$ cat config.mk
export PLATFORM = sky130hd
export DESIGN_NAME = plirls_ctrl
export DESIGN_NICKNAME = d
export VERILOG_FILES = /design/src/hw/rtl/plirls_pkg.sv /design/src/hw/rtl/plirls_ctrl.sv
export SDC_FILE = /design/constraint.sdc
export NUM_CORES = 1
export LEC_CHECK = 0
export BUFFER_PORTS_ARGS = -buffer_cell sky130_fd_sc_hd__buf_2
export CAP_MARGIN = 10
export CORE_UTILIZATION = 36
export CTS_CLUSTER_SIZE = 24
export DETAILED_ROUTE_END_ITERATION = 7
export GPL_TIMING_DRIVEN = 0
export SYNTH_ARGS = -nofsm -noshare
export SYNTH_HDL_FRONTEND = slang
export SYNTH_SLANG_ARGS = --single-unit
$ cat constraint.sdc
create_clock -name clk -period 2 [get_ports clk]
set_input_delay 0.1 -clock clk [delete_from_list [all_inputs] [get_ports clk]]
set_output_delay 0.1 -clock clk [all_outputs]
set_load 0.02 [all_outputs]
$ cat src/hw/rtl/plirls_pkg.sv
// ----------------------------------------------------------------------------
// plirls_pkg
// Shared types, constants and codes of the Poisson log-link IRLS step core.
// ----------------------------------------------------------------------------
package plirls_pkg;

	localparam int FRAC_BITS    = 16;
	localparam int NUM_COEF     = 6;
	localparam int NUM_REGS     = 8;
	localparam int MAX_OBS      = 1048576;
	localparam int CNT_W        = 21;
	localparam int TAYLOR_TERMS = 13;
	localparam int LOG_ITERS    = 30;
	localparam int DIV_STEPS    = 64;
	localparam int STEP_W       = 6;

	localparam logic [30:0] LN2_Q30   = 31'd744261118;
	localparam logic [30:0] LOG2E_Q30 = 31'd1549082005;
	localparam logic [30:0] ONE_Q30   = 31'h4000_0000;

	// mean used for a zero count in start mode: round(0.01 * 2^F)
	localparam logic [31:0] ZERO_MEAN = 32'((2 ** FRAC_BITS + 50) / 100);

	// floor(2^32 / k) for k = 1..13; k = 1 uses 2^32-1 and relies on the fixup
	localparam logic [31:0] RECIP [16] = '{
		32'd0,          32'd4294967295, 32'd2147483648, 32'd1431655765,
		32'd1073741824, 32'd858993459,  32'd715827882,  32'd613566756,
		32'd536870912,  32'd477218588,  32'd429496729,  32'd390451572,
		32'd357913941,  32'd330382099,  32'd0,          32'd0
	};

	// register indexes
	localparam logic [2:0] REG_MODEL_RANK = 3'd6;
	localparam logic [2:0] REG_START_MODE = 3'd7;

	// status codes
	localparam logic [1:0] ST_OK        = 2'd0;
	localparam logic [1:0] ST_SAT_HIGH  = 2'd1;
	localparam logic [1:0] ST_CLAMP_LOW = 2'd2;
	localparam logic [1:0] ST_FEW_ITEMS = 2'd3;

	typedef struct packed {
		logic signed [31:0] x_0;
		logic signed [31:0] x_1;
		logic signed [31:0] x_2;
		logic signed [31:0] x_3;
		logic signed [31:0] x_4;
		logic signed [31:0] x_5;
		logic [15:0]        count;
		logic signed [31:0] offset;
		logic               last_obs;
	} obs_item_t;

	typedef struct packed {
		logic [31:0]        mean;
		logic signed [31:0] working_response;
		logic [47:0]        dispersion;
		logic               dispersion_valid;
		logic [1:0]         status;
		logic               last_result;
	} res_item_t;

	typedef enum logic [4:0] {
		OP_NONE, OP_LOAD, OP_DOT, OP_EXP_T, OP_EXP_U, OP_TAY_MUL, OP_TAY_EST,
		OP_TAY_FIX, OP_EXP_FIN, OP_LOG_NORM, OP_LOG_SQ, OP_LOG_MUL, OP_DIVQ_INIT,
		OP_DIV_STEP, OP_RESP, OP_PSQ, OP_ACC, OP_DIVD_INIT, OP_DISP, OP_OUT
	} op_t;

	typedef enum logic [4:0] {
		S_IDLE, S_DOT, S_EXP_T, S_EXP_U, S_TAY_MUL, S_TAY_EST, S_TAY_FIX,
		S_EXP_FIN, S_LOG_NORM, S_LOG_SQ, S_LOG_MUL, S_DIVQ_INIT, S_DIVQ,
		S_RESP, S_PSQ, S_DIVP, S_ACC, S_CHK, S_DIVD, S_DISP, S_OUT
	} state_t;

	typedef struct packed {
		op_t               op;
		logic [STEP_W-1:0] step;
	} ctl_cmd_t;

	typedef struct packed {
		logic start;
		logic need_disp;
	} dp_sts_t;

endpackage

$ cat src/hw/rtl/plirls_ctrl.sv
// ----------------------------------------------------------------------------
// plirls_ctrl
// Sequencer: steps the datapath through one observation and owns the
// handshake state of both item channels.
// ----------------------------------------------------------------------------
module plirls_ctrl
	import plirls_pkg::*;
(
	input  logic     clk,
	input  logic     arst_n,
	input  logic     obs_valid,
	output logic     obs_ready,
	output logic     res_valid,
	input  logic     res_ready,
	input  dp_sts_t  sts,
	output ctl_cmd_t cmd
);

	state_t            state_q, state_d;
	logic [STEP_W-1:0] cnt_q, cnt_d;
	logic              res_valid_q;
	logic              slot_free;

	assign slot_free = !res_valid_q || res_ready;

	always_comb begin
		state_d = state_q;
		cnt_d   = cnt_q;
		unique case (state_q)
			S_IDLE: begin
				cnt_d = '0;
				if (obs_valid) state_d = S_DOT;
			end
			S_DOT: begin
				if (sts.start) begin
					state_d = S_LOG_NORM;
				end else if (cnt_q == STEP_W'(NUM_COEF - 1)) begin
					cnt_d   = '0;
					state_d = S_EXP_T;
				end else begin
					cnt_d = cnt_q + 1'b1;
				end
			end
			S_EXP_T:   state_d = S_EXP_U;
			S_EXP_U:   state_d = S_TAY_MUL;
			S_TAY_MUL: state_d = S_TAY_EST;
			S_TAY_EST: state_d = S_TAY_FIX;
			S_TAY_FIX: begin
				if (cnt_q == STEP_W'(TAYLOR_TERMS - 1)) begin
					cnt_d   = '0;
					state_d = S_EXP_FIN;
				end else begin
					cnt_d   = cnt_q + 1'b1;
					state_d = S_TAY_MUL;
				end
			end
			S_EXP_FIN:  state_d = S_LOG_NORM;
			S_LOG_NORM: begin
				cnt_d   = '0;
				state_d = S_LOG_SQ;
			end
			S_LOG_SQ: begin
				if (cnt_q == STEP_W'(LOG_ITERS - 1)) begin
					cnt_d   = '0;
					state_d = S_LOG_MUL;
				end else begin
					cnt_d = cnt_q + 1'b1;
				end
			end
			S_LOG_MUL:   state_d = S_DIVQ_INIT;
			S_DIVQ_INIT: state_d = S_DIVQ;
			S_DIVQ: begin
				cnt_d = cnt_q + 1'b1;
				if (cnt_q == STEP_W'(DIV_STEPS - 1)) state_d = S_RESP;
			end
			S_RESP: state_d = S_PSQ;
			S_PSQ:  state_d = S_DIVP;
			S_DIVP: begin
				cnt_d = cnt_q + 1'b1;
				if (cnt_q == STEP_W'(DIV_STEPS - 1)) state_d = S_ACC;
			end
			S_ACC: state_d = S_CHK;
			S_CHK: begin
				cnt_d   = '0;
				state_d = sts.need_disp ? S_DIVD : S_OUT;
			end
			S_DIVD: begin
				cnt_d = cnt_q + 1'b1;
				if (cnt_q == STEP_W'(DIV_STEPS - 1)) state_d = S_DISP;
			end
			S_DISP: state_d = S_OUT;
			S_OUT: begin
				if (slot_free) state_d = S_IDLE;
			end
			default: state_d = S_IDLE;
		endcase
	end

	always_comb begin
		cmd.op    = OP_NONE;
		cmd.step  = cnt_q;
		obs_ready = 1'b0;
		unique case (state_q)
			S_IDLE: begin
				obs_ready = 1'b1;
				if (obs_valid) cmd.op = OP_LOAD;
			end
			S_DOT:       cmd.op = sts.start ? OP_NONE : OP_DOT;
			S_EXP_T:     cmd.op = OP_EXP_T;
			S_EXP_U:     cmd.op = OP_EXP_U;
			S_TAY_MUL:   cmd.op = OP_TAY_MUL;
			S_TAY_EST:   cmd.op = OP_TAY_EST;
			S_TAY_FIX:   cmd.op = OP_TAY_FIX;
			S_EXP_FIN:   cmd.op = OP_EXP_FIN;
			S_LOG_NORM:  cmd.op = OP_LOG_NORM;
			S_LOG_SQ:    cmd.op = OP_LOG_SQ;
			S_LOG_MUL:   cmd.op = OP_LOG_MUL;
			S_DIVQ_INIT: cmd.op = OP_DIVQ_INIT;
			S_DIVQ:      cmd.op = OP_DIV_STEP;
			S_RESP:      cmd.op = OP_RESP;
			S_PSQ:       cmd.op = OP_PSQ;
			S_DIVP:      cmd.op = OP_DIV_STEP;
			S_ACC:       cmd.op = OP_ACC;
			S_CHK:       cmd.op = sts.need_disp ? OP_DIVD_INIT : OP_NONE;
			S_DIVD:      cmd.op = OP_DIV_STEP;
			S_DISP:      cmd.op = OP_DISP;
			S_OUT:       cmd.op = slot_free ? OP_OUT : OP_NONE;
			default:     cmd.op = OP_NONE;
		endcase
	end

	always_ff @(posedge clk or negedge arst_n) begin
		if (!arst_n) begin
			state_q     <= S_IDLE;
			cnt_q       <= '0;
			res_valid_q <= 1'b0;
		end else begin
			state_q <= state_d;
			cnt_q   <= cnt_d;
			if (cmd.op == OP_OUT) res_valid_q <= 1'b1;
			else if (res_ready)   res_valid_q <= 1'b0;
		end
	end

	assign res_valid = res_valid_q;

`ifndef SYNTH
	a_accept_starts: assert property (@(posedge clk) disable iff (!arst_n)
		obs_valid && obs_ready |=> state_q == S_DOT)
		else $error("accepted item did not start the dot product");
	a_taylor_bound: assert property (@(posedge clk) disable iff (!arst_n)
		state_q == S_TAY_FIX |-> cnt_q < STEP_W'(TAYLOR_TERMS))
		else $error("Taylor term index out of range");
	a_log_bound: assert property (@(posedge clk) disable iff (!arst_n)
		state_q == S_LOG_SQ |-> cnt_q < STEP_W'(LOG_ITERS))
		else $error("log iteration index out of range");
	a_no_overwrite: assert property (@(posedge clk) disable iff (!arst_n)
		cmd.op == OP_OUT |-> (!res_valid_q || res_ready))
		else $error("result register loaded while still full");
`endif

endmodule

==> run_results.csv <==
group,metric,value,unit
global_route,grt_max_degree,13,
power_and_ir_drop,leakage,0.636,nW
floorplanning,die-area,3650,sq um
worst_hold_path,min_path_cells,3,
worst_setup_path,regToRegStartpoint,"state_q[2]$_DFFE_PN0P_",
synthesis,synth_ff_type,"dfrtp_1",
power_and_ir_drop,vdd_drop_max,673,uV
worst_setup_path,crit_type,"reg2reg",
global_route,grt_pass1_wl,5820,um
drt,routedWlPerCell,15.8,um
synthesis,synth-xor-area-share,0.0143,
synthesis,async_flop_share,1.00,
worst_setup_path,end_kind,"flop",
synthesis,synth_simple_gate_area_frac,0.295,
sta,layout_setup_ws,0.0447,ns
power_and_ir_drop,p_per_area,1950,nW/um^2
synthesis,yosys_warnings,0,
worst_setup_path,r2r_slack,0.04,ns
worst_setup_path,required,2.17,ns
drt,drcViolationCount,0,
placement,dpl_cell_area,1370,sq um
sta,hold_viol_final,0,
sta,setup_viol,0,
cells_and_area,layout_common_cells,"buf_2, nand2_1, dfrtp_1, nor2_1, o211ai_1",
sta,tightest_slew,0.529,ns
sta,max_freq,511,MHz
worst_setup_path,reg2reg_to,"state_q[1]$_DFFE_PN0P_",
floorplanning,core.rowCount,20,
worst_setup_path,cp_slowest_stage_delay,0.41,ns
drt,wirelength,3530,um
global_route,grt_overflow,0,
synthesis,synth_edf_count,0,
floorplanning,io_pins,19,
sta,relSlewSlack,0.647,
cells_and_area,nNetsFinal,190,
sta,timing.final.crit_share,0.978,
worst_setup_path,slowest_stage,"dfrtp_1",
worst_setup_path,startpoint_type,"flop",
global_route,grt_pass1_vias,1205,
clock_network,cts_tree,"done",
clock_network,clk_transition_reported_paths,0.08,ns
synthesis,ys_seq_elements,12,
floorplanning,start_util,0.390,
clock_network,htreeDepth,1,
worst_setup_path,path_cells,"buf_6, or3_4, a2111o_1, o211ai_2, nor2_4, mux2_4",
synthesis,synth_cell_types,53,
clock_network,clkSinkCount,12,
synthesis,synth-adder-area-share,0.0305,
cells_and_area,final_common_cell,"buf_2",
synthesis,synth_top_family_by_area,"compound AO/OA/AOI/OAI gates",
worst_hold_path,hp-class,"in2reg",
synthesis,avgSynthCellArea,7.93,sq um
drt,antenna_left,0,
global_route,antenna_found_initial,0,
placement,globalplace.congestion,0.993,
drt,wl_met2,1580,um
placement,port_buffers,18,
synthesis,syn-cell-area,1230,sq um
job,drv_cap,0,
worst_setup_path,worstSetupStartpoint,"state_q[2]$_DFFE_PN0P_",
placement,hpwl,2550,um
synthesis,muxShareOfSynthArea,0.0489,
cells_and_area,final_area,1480,sq um
synthesis,syn_inst,155,
worst_setup_path,cp.arrival,2.12,ns
floorplanning,core_area,3150,sq um
drt,vias,1313,
sta,skew,0.00193,ns
power_and_ir_drop,fin_total_pwr,2.89,mW
worst_setup_path,reg2regPathDepth,6,
drt,top_layer_used,"met4",
drt,routed-wl-met3,361,um
drt,drtPass1Iterations,4,
worst_setup_path,crit_fanout,10,
cells_and_area,drive_gt1_frac,0.268,
floorplanning,die_w,60.4,um
cells_and_area,diodes,0,
worst_setup_path,cp-endpoint,"state_q[1]$_DFFE_PN0P_",
clock_network,root_buffer,"clkbuf_4",
synthesis,ys_seq_area_frac,0.244,
placement,pre_cts_slack,-0.0566,ns
synthesis,syn_nets,164,
cells_and_area,area_growth,20.4,%
drt,drt-initial-drc-count,67,
synthesis,synth-compound-area-share,0.301,
placement,placed_cells,217,
drt,routed_via_density,5.89,
clock_network,cts_max_path_buffers,2,
clock_network,clock_latency,0.27,ns
drt,drt-met1-wl,1530,um
cells_and_area,fin_util,0.469,
status,status,"completed",
sta,min_period,1.96,ns
clock_network,numCtsBuffers,3,
global_route,grtUsageTotal,0.213,
sta,finalMaxSlewViolations,0,
floorplanning,fp.dieH,60.4,um
cells_and_area,layoutNonFillerInstCount,223,
per-stage QoR:
step	TNS, ns	hold slack (ns)
2_1_floorplan	0	-0.196
3_3_place_gp	-0.120	-0.00490
3_5_place_dp	-0.311	0.00122
4_1_cts	0	0.204
5_1_grt	-0.0504	0.220
6_report	0	0.205
power breakdown:
part | leakage, nW | switching (mW) | total (mW) | internal [mW]
sequential | 0.155 | 0.120 | 0.464 | 0.344
combinational | 0.468 | 1.33 | 2.27 | 0.937
clock | 0.0138 | 0.0833 | 0.153 | 0.0698
total | 0.636 | 1.53 | 2.89 | 1.35
cell families (layout without fill, tap and decap cells):
| family | after synthesis | in the layout |
|---|---|---|
| AND/OR/NAND/NOR | 66 | 66 |
| adder cells (fa/ha/maj) | 3 | 3 |
| AO/OA/AOI/OAI | 49 | 49 |
| multiplexers | 5 | 5 |
| buffers and inverters | 18 | 42 |
| XOR/XNOR | 2 | 2 |
| flip-flops | 12 | 12 |
routing by layer:
| layer | vias to the layer above | track usage |
|---|---|---|
| li1 | 633 | - |
| met1 | 608 | 0.303 |
| met2 | 65 | 0.331 |
| met3 | 7 | 0.0320 |
| met4 | 0 | 0.0682 |
| met5 | - | 0 |
repair_timing:
item / CTS / global route
endpoints found under the setup margin: 14 / 14
hold endpoints to repair: 12 / 0
resized for setup: 6 / 9
pin swaps: 0 / 3
hold buffers: 1 / 0
buffers inserted: 0 / 3
critical path, delay by kind of cell, from the launching register on:
kind | cells | cell delay [ns]
DFF | 1 | 0.41
and+or+nand+nor | 2 | 0.49
muxes | 1 | 0.30
AOI/OAI and AO/OA | 2 | 0.49
buffers and inverters | 1 | 0.15
Yosys cell counts (all sizes together), types with 3 or more instances:
| cell | instances | area (sq um) |
|---|---|---|
| inv | 7 | 26.3 |
| ha | 3 | 37.5 |
| o21ai | 9 | 45.0 |
| nand2b | 6 | 37.5 |
| dfrtp | 12 | 300 |
| nand2 | 18 | 67.6 |
| buf | 5 | 31.3 |
| mux2i | 3 | 30.0 |
| nor2 | 14 | 60.1 |
| nor3 | 5 | 25.0 |
| nand3 | 5 | 25.0 |
| nor2b | 4 | 25.0 |
| o211ai | 9 | 72.6 |
| clkbuf | 6 | 22.5 |
| a21oi | 8 | 43.8 |
flip-flops by register name (all words and copies together), names as in the netlist:
| name | flops |
|---|---|
| state_q | 5 |
| res_valid | 1 |
| cnt_q | 6 |
cell type report:
type | instances | area [sq um]
fillers | 320 | 1670
multi-input cells | 125 | 895
flip-flops and latches | 12 | 300
repair buffers | 22 | 123
plain buffers | 10 | 57.6
well taps | 44 | 55.1
inverters | 7 | 26.3
clock buffers | 3 | 22.5
how the worst min path moves through the flow:
stage                     slack, ns                    end      start
final                          0.20  res_valid$_DFFE_PN0P_  res_ready
after detailed placement      0.001   cnt_q[5]$_DFFE_PN0P_     arst_n
after floorplan               -0.20   cnt_q[0]$_DFFE_PN0P_     arst_n
after global routing           0.22  res_valid$_DFFE_PN0P_  res_ready
after CTS                      0.20  res_valid$_DFFE_PN0P_  res_ready
after global placement       -0.005   cnt_q[5]$_DFFE_PN0P_     arst_n
(Power assumes the default switching activity.)
